`src/rtl/core/lpr_pkg.sv`:
```
// Shared types and constants for the longest-prefix route lookup block.
// Holds the request and response payload structs and the controller interface.
// No dependencies.
`timescale 1ns / 1ps
`default_nettype none

package lpr_pkg;

  localparam int TABLE_ENTRIES = 16;
  localparam int IDX_W = (TABLE_ENTRIES > 1) ? $clog2(TABLE_ENTRIES) : 1;

  localparam logic FUNC_WRITE  = 1'b0;
  localparam logic FUNC_LOOKUP = 1'b1;

  typedef struct packed {
    logic        func;
    logic [3:0]  entry_index;
    logic        entry_valid;
    logic [31:0] entry_dest;
    logic [31:0] entry_mask;
    logic [31:0] entry_gateway;
    logic [3:0]  entry_port;
    logic [31:0] lookup_addr;
  } lpr_req_t;

  typedef struct packed {
    logic        hit;
    logic [3:0]  match_index;
    logic        exact_match;
    logic [31:0] next_hop;
    logic [3:0]  out_port;
  } lpr_rsp_t;

  typedef enum logic [1:0] {
    ST_IDLE,
    ST_SCAN,
    ST_DRAIN,
    ST_FINISH
  } lpr_state_t;

  typedef struct packed {
    logic             load;
    logic             rd;
    logic [IDX_W-1:0] rd_idx;
    logic             finish;
  } lpr_cmd_t;

  typedef struct packed {
    logic out_free;
  } lpr_sts_t;

endpackage

`default_nettype wire

```
`src/rtl/core/lpr_ctrl.sv`:
```
// Controller for the route lookup: sequences request load, table scan and
// response hand-off. Depends on lpr_pkg.
`timescale 1ns / 1ps
`default_nettype none

module lpr_ctrl
  import lpr_pkg::*;
(
  input  wire logic     clk,
  input  wire logic     rst,
  input  wire logic     req_valid,
  input  wire logic     req_func,
  output logic          req_stall,
  input  wire lpr_sts_t sts,
  output lpr_cmd_t      cmd
);

  lpr_state_t       state, state_next;
  logic [IDX_W-1:0] cnt, cnt_next;

  always_ff @(posedge clk) begin
    if (rst) begin
      state <= ST_IDLE;
      cnt   <= '0;
    end else begin
      state <= state_next;
      cnt   <= cnt_next;
    end
  end

  always_comb begin
    state_next = state;
    cnt_next   = cnt;
    req_stall  = 1'b1;
    cmd        = '0;
    cmd.rd_idx = cnt;
    unique case (state)
      ST_IDLE: begin
        req_stall = 1'b0;
        if (req_valid) begin
          cmd.load = 1'b1;
          cnt_next = '0;
          state_next = (req_func == FUNC_LOOKUP) ? ST_SCAN : ST_FINISH;
        end
      end
      ST_SCAN: begin
        cmd.rd = 1'b1;
        if (cnt == IDX_W'(TABLE_ENTRIES - 1)) begin
          state_next = ST_DRAIN;
        end else begin
          cnt_next = cnt + 1'b1;
        end
      end
      ST_DRAIN: begin
        state_next = ST_FINISH;
      end
      ST_FINISH: begin
        if (sts.out_free) begin
          cmd.finish = 1'b1;
          state_next = ST_IDLE;
        end
      end
      default: begin
        state_next = ST_IDLE;
      end
    endcase
  end

endmodule

`default_nettype wire

```
`src/rtl/core/lpr_datapath.sv`:
```
// Datapath for the route lookup: route table, best-match tracking,
// configuration register and response register. Depends on lpr_pkg.
`timescale 1ns / 1ps
`default_nettype none

module lpr_datapath
  import lpr_pkg::*;
(
  input  wire logic     clk,
  input  wire logic     rst,
  input  wire lpr_req_t req,
  input  wire lpr_cmd_t cmd,
  output lpr_sts_t      sts,
  input  wire logic     cfg_valid,
  input  wire logic     cfg_data,
  output logic          cfg_ready,
  output logic          rsp_valid,
  input  wire logic     rsp_stall,
  output lpr_rsp_t      rsp
);

  logic                     router_active;
  logic [TABLE_ENTRIES-1:0] route_valid;
  logic [31:0]              route_dest    [TABLE_ENTRIES];
  logic [31:0]              route_mask    [TABLE_ENTRIES];
  logic [31:0]              route_gateway [TABLE_ENTRIES];
  logic [3:0]               route_port    [TABLE_ENTRIES];

  // Latched request.
  logic        cur_func;
  logic [31:0] cur_addr;

  // Registered table read.
  logic             rd_vld;
  logic [IDX_W-1:0] rd_idx_q;
  logic             rd_vbit;
  logic [31:0]      rd_dest;
  logic [31:0]      rd_mask;
  logic [31:0]      rd_gw;
  logic [3:0]       rd_port;

  // Best match so far.
  logic             found;
  logic             exact;
  logic [IDX_W-1:0] best_idx;
  logic [31:0]      best_mask;
  logic [31:0]      best_gw;
  logic [3:0]       best_port;

  logic             wr_en;
  logic [IDX_W-1:0] wr_idx;
  logic             prefix_hit;
  logic             dest_equal;
  logic             take;
  lpr_rsp_t         rsp_next;

  assign cfg_ready    = 1'b1;
  assign sts.out_free = !rsp_valid || !rsp_stall;

  assign wr_en  = cmd.load && (req.func == FUNC_WRITE) &&
                  (32'(req.entry_index) < TABLE_ENTRIES);
  assign wr_idx = IDX_W'(req.entry_index);

  always_ff @(posedge clk) begin
    if (rst) begin
      router_active <= 1'b0;
    end else if (cfg_valid && cfg_ready) begin
      router_active <= cfg_data;
    end
  end

  always_ff @(posedge clk) begin
    if (rst) begin
      route_valid <= '0;
    end else if (wr_en) begin
      route_valid[wr_idx] <= req.entry_valid;
    end
  end

  always_ff @(posedge clk) begin
    if (wr_en) begin
      route_dest[wr_idx]    <= req.entry_dest;
      route_mask[wr_idx]    <= req.entry_mask;
      route_gateway[wr_idx] <= req.entry_gateway;
      route_port[wr_idx]    <= req.entry_port;
    end
  end

  always_ff @(posedge clk) begin
    rd_idx_q <= cmd.rd_idx;
    rd_vbit  <= route_valid[cmd.rd_idx];
    rd_dest  <= route_dest[cmd.rd_idx];
    rd_mask  <= route_mask[cmd.rd_idx];
    rd_gw    <= route_gateway[cmd.rd_idx];
    rd_port  <= route_port[cmd.rd_idx];
  end

  always_ff @(posedge clk) begin
    if (rst) begin
      rd_vld <= 1'b0;
    end else begin
      rd_vld <= cmd.rd;
    end
  end

  always_ff @(posedge clk) begin
    if (cmd.load) begin
      cur_func <= req.func;
      cur_addr <= req.lookup_addr;
    end
  end

  // An exact hit ends the search, so later entries are ignored once it is set.
  assign prefix_hit = rd_vld && rd_vbit && !exact &&
                      ((cur_addr & rd_mask) == (rd_dest & rd_mask));
  assign dest_equal = (rd_dest == cur_addr);
  assign take       = prefix_hit && (dest_equal || !found || (rd_mask >= best_mask));

  always_ff @(posedge clk) begin
    if (rst) begin
      found <= 1'b0;
      exact <= 1'b0;
    end else if (cmd.load) begin
      found <= 1'b0;
      exact <= 1'b0;
    end else if (take) begin
      found <= 1'b1;
      exact <= dest_equal;
    end
  end

  always_ff @(posedge clk) begin
    if (take) begin
      best_idx  <= rd_idx_q;
      best_mask <= rd_mask;
      best_gw   <= rd_gw;
      best_port <= rd_port;
    end
  end

  always_comb begin
    rsp_next = '0;
    if ((cur_func == FUNC_LOOKUP) && router_active && found) begin
      rsp_next.hit         = 1'b1;
      rsp_next.match_index = 4'(best_idx);
      rsp_next.exact_match = exact;
      rsp_next.next_hop    = (best_gw == 32'd0) ? cur_addr : best_gw;
      rsp_next.out_port    = best_port;
    end
  end

  always_ff @(posedge clk) begin
    if (rst) begin
      rsp_valid <= 1'b0;
    end else if (cmd.finish) begin
      rsp_valid <= 1'b1;
    end else if (!rsp_stall) begin
      rsp_valid <= 1'b0;
    end
  end

  always_ff @(posedge clk) begin
    if (cmd.finish) begin
      rsp <= rsp_next;
    end
  end

endmodule

`default_nettype wire

```
`src/rtl/core/longest_prefix_route_lookup.sv`:
```
// Top level of the longest-prefix route lookup block.
// Instantiates lpr_ctrl and lpr_datapath; depends on lpr_pkg.
//
// Usage:
// A request arrives on req with req_valid and is taken at a rising edge where
// req_stall is low. A request either writes one slot of the 16-entry route
// table (func = 0) or looks up an address (func = 1). Every request yields
// exactly one response on rsp, offered with rsp_valid and taken at an edge
// where rsp_stall is low. Writes answer with an all-zero response.
// A lookup scans one entry per cycle through a registered read and passes
// a drain state before it loads the response register; a write goes from
// acceptance straight to the finish state. req_stall is high while a request
// is in work, and the next one is taken in the cycle after the response loads.
// The response sits in its own register, so the block accepts the next
// request while the previous response still waits. When the receiver keeps
// rsp_stall high, a finished lookup waits in the controller until the
// response register frees, and the request side then stays stalled.
// The router_active register is written through cfg_valid/cfg_data; it is
// always ready. Reset clears all slot valid bits, router_active, and the
// response valid; the table contents are not cleared.
`timescale 1ns / 1ps
`default_nettype none

module longest_prefix_route_lookup
  import lpr_pkg::*;
(
  input  wire logic     clk,
  input  wire logic     rst,
  input  wire logic     req_valid,
  output logic          req_stall,
  input  wire lpr_req_t req,
  output logic          rsp_valid,
  input  wire logic     rsp_stall,
  output lpr_rsp_t      rsp,
  input  wire logic     cfg_valid,
  output logic          cfg_ready,
  input  wire logic     cfg_data
);

  lpr_cmd_t cmd;
  lpr_sts_t sts;

  // The controller sequences load, scan and hand-off; all table and
  // match state lives in the datapath.
  lpr_ctrl u_ctrl (
    .clk       (clk),
    .rst       (rst),
    .req_valid (req_valid),
    .req_func  (req.func),
    .req_stall (req_stall),
    .sts       (sts),
    .cmd       (cmd)
  );

  lpr_datapath u_datapath (
    .clk       (clk),
    .rst       (rst),
    .req       (req),
    .cmd       (cmd),
    .sts       (sts),
    .cfg_valid (cfg_valid),
    .cfg_data  (cfg_data),
    .cfg_ready (cfg_ready),
    .rsp_valid (rsp_valid),
    .rsp_stall (rsp_stall),
    .rsp       (rsp)
  );

endmodule

`default_nettype wire
```
`config.mk`:
```
export PLATFORM = sky130hd
export DESIGN_NAME = longest_prefix_route_lookup
export DESIGN_NICKNAME = d
export VERILOG_FILES = /design/src/rtl/core/lpr_pkg.sv /design/src/rtl/core/lpr_ctrl.sv /design/src/rtl/core/lpr_datapath.sv /design/src/rtl/core/longest_prefix_route_lookup.sv
export SDC_FILE = /design/constraint.sdc
export NUM_CORES = 2
export LEC_CHECK = 0
export BUFFER_PORTS_ARGS = -buffer_cell sky130_fd_sc_hd__buf_2
export CAP_MARGIN = 20
export CORE_MARGIN = 3
export CORE_UTILIZATION = 55
export DETAILED_ROUTE_END_ITERATION = 8
export PLACE_DENSITY = 0.78
export SLEW_MARGIN = 15
export SYNTH_ARGS = -nofsm -noshare
export SYNTH_HDL_FRONTEND = slang
export SYNTH_SLANG_ARGS = --single-unit
```
`constraint.sdc`:
```
create_clock -name clk -period 31.7 [get_ports clk]
set_input_delay 3.17 -clock clk [delete_from_list [all_inputs] [get_ports clk]]
set_output_delay 3.17 -clock clk [all_outputs]
set_load 0.05 [all_outputs]
```
==> impl_metrics.env <==
export IMPL_via_per_inst=6.51
export IMPL_initial_core_util_pct=55.8
export IMPL_final_setup_viol_count=0
export IMPL_r2r_end="u_datapath.route_mask[7][14]"
export IMPL_critPathArrivalTime_ns=7.32
export IMPL_outcome="completed"
export IMPL_dr_first_iter_drc_count=4388
export IMPL_pin_count=189
export IMPL_min_path_cells=0
export IMPL_num_nets_final=3385
export IMPL_ys_seq_area_share_pct=79.1
export IMPL_clock_latency_ns=0.79
export IMPL_port_buffers=187
export IMPL_yosys_warnings=0
export IMPL_min_from="u_datapath.rd_idx_q[1]"
export IMPL_holdBufCountCts=0
export IMPL_gp_congestion=0.915
export IMPL_place_inst=4660
export IMPL_drcViolationCount=0
export IMPL_rsz0062_at_grt="no"
export IMPL_clk_pin_slew_ns=0.06
export IMPL_firstDrtPassIters=9
export IMPL_slew_limit_headroom_pct=24.0
export IMPL_stdcell_count=5014
export IMPL_finalClockSkew_ns=0.0243
export IMPL_syn_to_final_growth_pct=12.6
export IMPL_powerDensity_nw_per_um2=70.5
export IMPL_synth_flop_cell="edfxtp_1"
export IMPL_fill_cells=7866
export IMPL_syn_inst=2916
export IMPL_grt_util_all_layers_pct=25.7
export IMPL_die_w_microns=362
export IMPL_dp_hpwl_microns=86400
export IMPL_grt_max_degree=147
export IMPL_setup_slack_ns=24.77
export IMPL_postCtsSetupBuffers=0
export IMPL_coreArea_sq_um=125000
export IMPL_ant_nets=0
export IMPL_layout_drive_gt1_share_pct=30.7
export IMPL_grt_pass1_wl_microns=240000
export IMPL_worstPathRequired_ns=32.08
export IMPL_drv_slew=0
export IMPL_place_area_sq_um=72600
export IMPL_synth_nets=3098
export IMPL_num_vias=32600
export IMPL_ctsHtreeMaxLevel=4
export IMPL_crit_type="primary input to flip-flop"
export IMPL_rows=129
export IMPL_numCtsBuffers=176
export IMPL_cp_cell_sequence="buf_2 -> and2_2 -> nand4_1 -> nor2_4 -> buf_4 -> buf_4"
export IMPL_cp_start_kind="primary input"
export IMPL_place_ws_ns=23.98
export IMPL_clockRootBuffer="clkbuf_16"
export IMPL_gr_total_overflow=0
export IMPL_syn_area_sq_um=69700
export IMPL_cts_resized_gates=0
export IMPL_synth_edf_count=1747
export IMPL_r2r_start="u_ctrl.state[1]"
export IMPL_hold_end="u_datapath.best_idx[1]"
export IMPL_fmax_mhz=144
export IMPL_period_needed_ns=6.93
export IMPL_finalCritPeriodShare_pct=21.9
export IMPL_endpoint_kind="flip-flop"
export IMPL_worst_slew_pin_slew_ns=1.14
export IMPL_die_h_microns=362
export IMPL_cts_tree="built"
export IMPL_p_leak_nw=24.4
export IMPL_slowest_stage="nor2_4"
export IMPL_design_area_sq_um=78500
export IMPL_reg2regPathDepth=7
export IMPL_synth_seq_cells=1879
export IMPL_wl_per_cell_microns=33.1
export IMPL_dieArea_sq_um=131000
export IMPL_grt_pass1_vias=33600
export IMPL_cp_common_cell="buf_4"
export IMPL_hold_viol_final=0
export IMPL_synth_area_per_cell_sq_um=23.9
export IMPL_irDropWorstVdd_uv=61.3
export IMPL_ys_types=39
export IMPL_drt_wl_total_microns=166000
export IMPL_cp_max_fo=51
export IMPL_r2r_slack_ns=26.53
export IMPL_synthArstFlopShare_pct=0
export IMPL_cts_num_sinks=1879
export IMPL_fin_setup_tns_ns=0
export IMPL_clock_path_buffers=3
export IMPL_min_path_type="flip-flop to flip-flop"
export IMPL_max_stage_delay_ns=1.02
export IMPL_antenna_found_initial=34
export IMPL_maxCapViolations=0
-- layer usage --
metal	global-route usage, %	part of all wire, %	up-vias
li1	-	-	13000
met3	6.38	10	353
met2	40.9	49	1977
met1	35.1	37	17300
met4	9.73	3.5	4
met5	0	0.013	-
-- kinds of logic after synthesis --
family	after synthesis	synth area share, %
compound gates	123	1.07
xor+xnor	32	0.402
flops	1879	79.1
fa+ha+maj	38	0.683
other cells	1	0.00538
mux	511	16.4
buf+inv	164	1.15
simple gates	168	1.17
-- report_power, final --
part | internal, mW | switching (mW) | leakage (nW)
Clock | 1.19 | 0.897 | 2.82
Sequential | 2.79 | 0.0663 | 16.9
Combinational | 0.280 | 0.309 | 4.74
-- layout by cell type, fill, tap and decap left out, types with 25 or more instances in the layout --
master	n
buf_4	36
clkbuf_16	180
mux4_2	505
xor2_1	32
inv_1	38
dfxtp_1	128
a21oi_1	60
nor2_1	51
clkbuf_1	46
edfxtp_1	1747
ha_1	38
clkinv_2	34
nand2_1	25
buf_2	187
-- per-stage QoR --
step           utilization (%)  hold WS (ns)  power, mW
4_1_cts                   62.8         0.398       5.56
6_report                  62.9         0.402       5.53
5_1_grt                   62.9         0.409       5.69
3_3_place_gp              58.2         0.387       3.48
3_5_place_dp              58.2         0.391       3.49
2_1_floorplan                -         0.326       3.32
-- cells in the mapped netlist (all sizes together), types with 2 or more instances --
cell type	count	share of area, %
a2111oi	2	0.025
a211oi	3	0.032
a21boi	2	0.022
a21o	10	0.11
a21oi	60	0.43
a222oi	2	0.029
a22oi	22	0.24
and2	9	0.081
buf	69	0.64
clkbuf	57	0.31
dfxtp	132	3.8
edfxtp	1747	75
ha	38	0.68
inv	38	0.20
mux2i	6	0.086
mux4	505	16
nand2	25	0.13
nand2b	5	0.045
nand3	9	0.065
nand3b	2	0.022
nand4	21	0.19
nor2	65	0.35
nor2b	4	0.036
nor3	7	0.050
nor4	18	0.16
o211ai	3	0.032
o21ai	16	0.11
xor2	32	0.40
-- flip-flops by register name, summed over array words and instances (netlist names), 4 cells and up --
name / count
u_datapath.route_dest: 512
u_datapath.route_gateway: 512
u_datapath.route_mask: 512
u_datapath.route_port: 64
u_datapath.rsp: 42
u_datapath.best_gw: 32
u_datapath.best_mask: 32
u_datapath.cur_addr: 32
u_datapath.rd_dest: 32
u_datapath.rd_gw: 32
u_datapath.rd_mask: 32
u_datapath.route_valid: 16
u_ctrl.cnt: 4
u_datapath.best_idx: 4
u_datapath.best_port: 4
u_datapath.rd_idx_q: 4
u_datapath.rd_port: 4
-- worst max-delay path by stage --
stage	startpoint	to	slack, ns	depth (start not counted)
4_1_cts	req_valid	u_datapath.route_mask[7][14]	24.77	6
3_3_place_gp	req_valid	u_datapath.route_gateway[7][2]	24.11	6
2_1_floorplan	req_valid	u_datapath.route_valid[3]	19.62	5
5_1_grt	req_valid	u_datapath.route_mask[7][14]	24.61	6
6_report	req_valid	u_datapath.route_mask[7][14]	24.77	6
3_5_place_dp	req_valid	u_datapath.route_mask[7][7]	23.98	6
-- critical path: cells and delay by family --
family,cells,cell delay [ns]
and+or+nand+nor,3,2.49
buffers and inverters,3,1.55
-- area by class of cell --
cell class	instances	area, sq um	share of cell area (%)
flip-flops and latches	1879	55100	70.3
clock inverters	83	771	0.982
inverters	38	143	0.182
repair buffers	235	1450	1.85
well taps	1637	2050	2.61
diodes	21	52.6	0.0670
multi-input cells	873	13900	17.7
clock buffers	248	4980	6.35
Note: power is estimated with default switching activity, not from simulation.
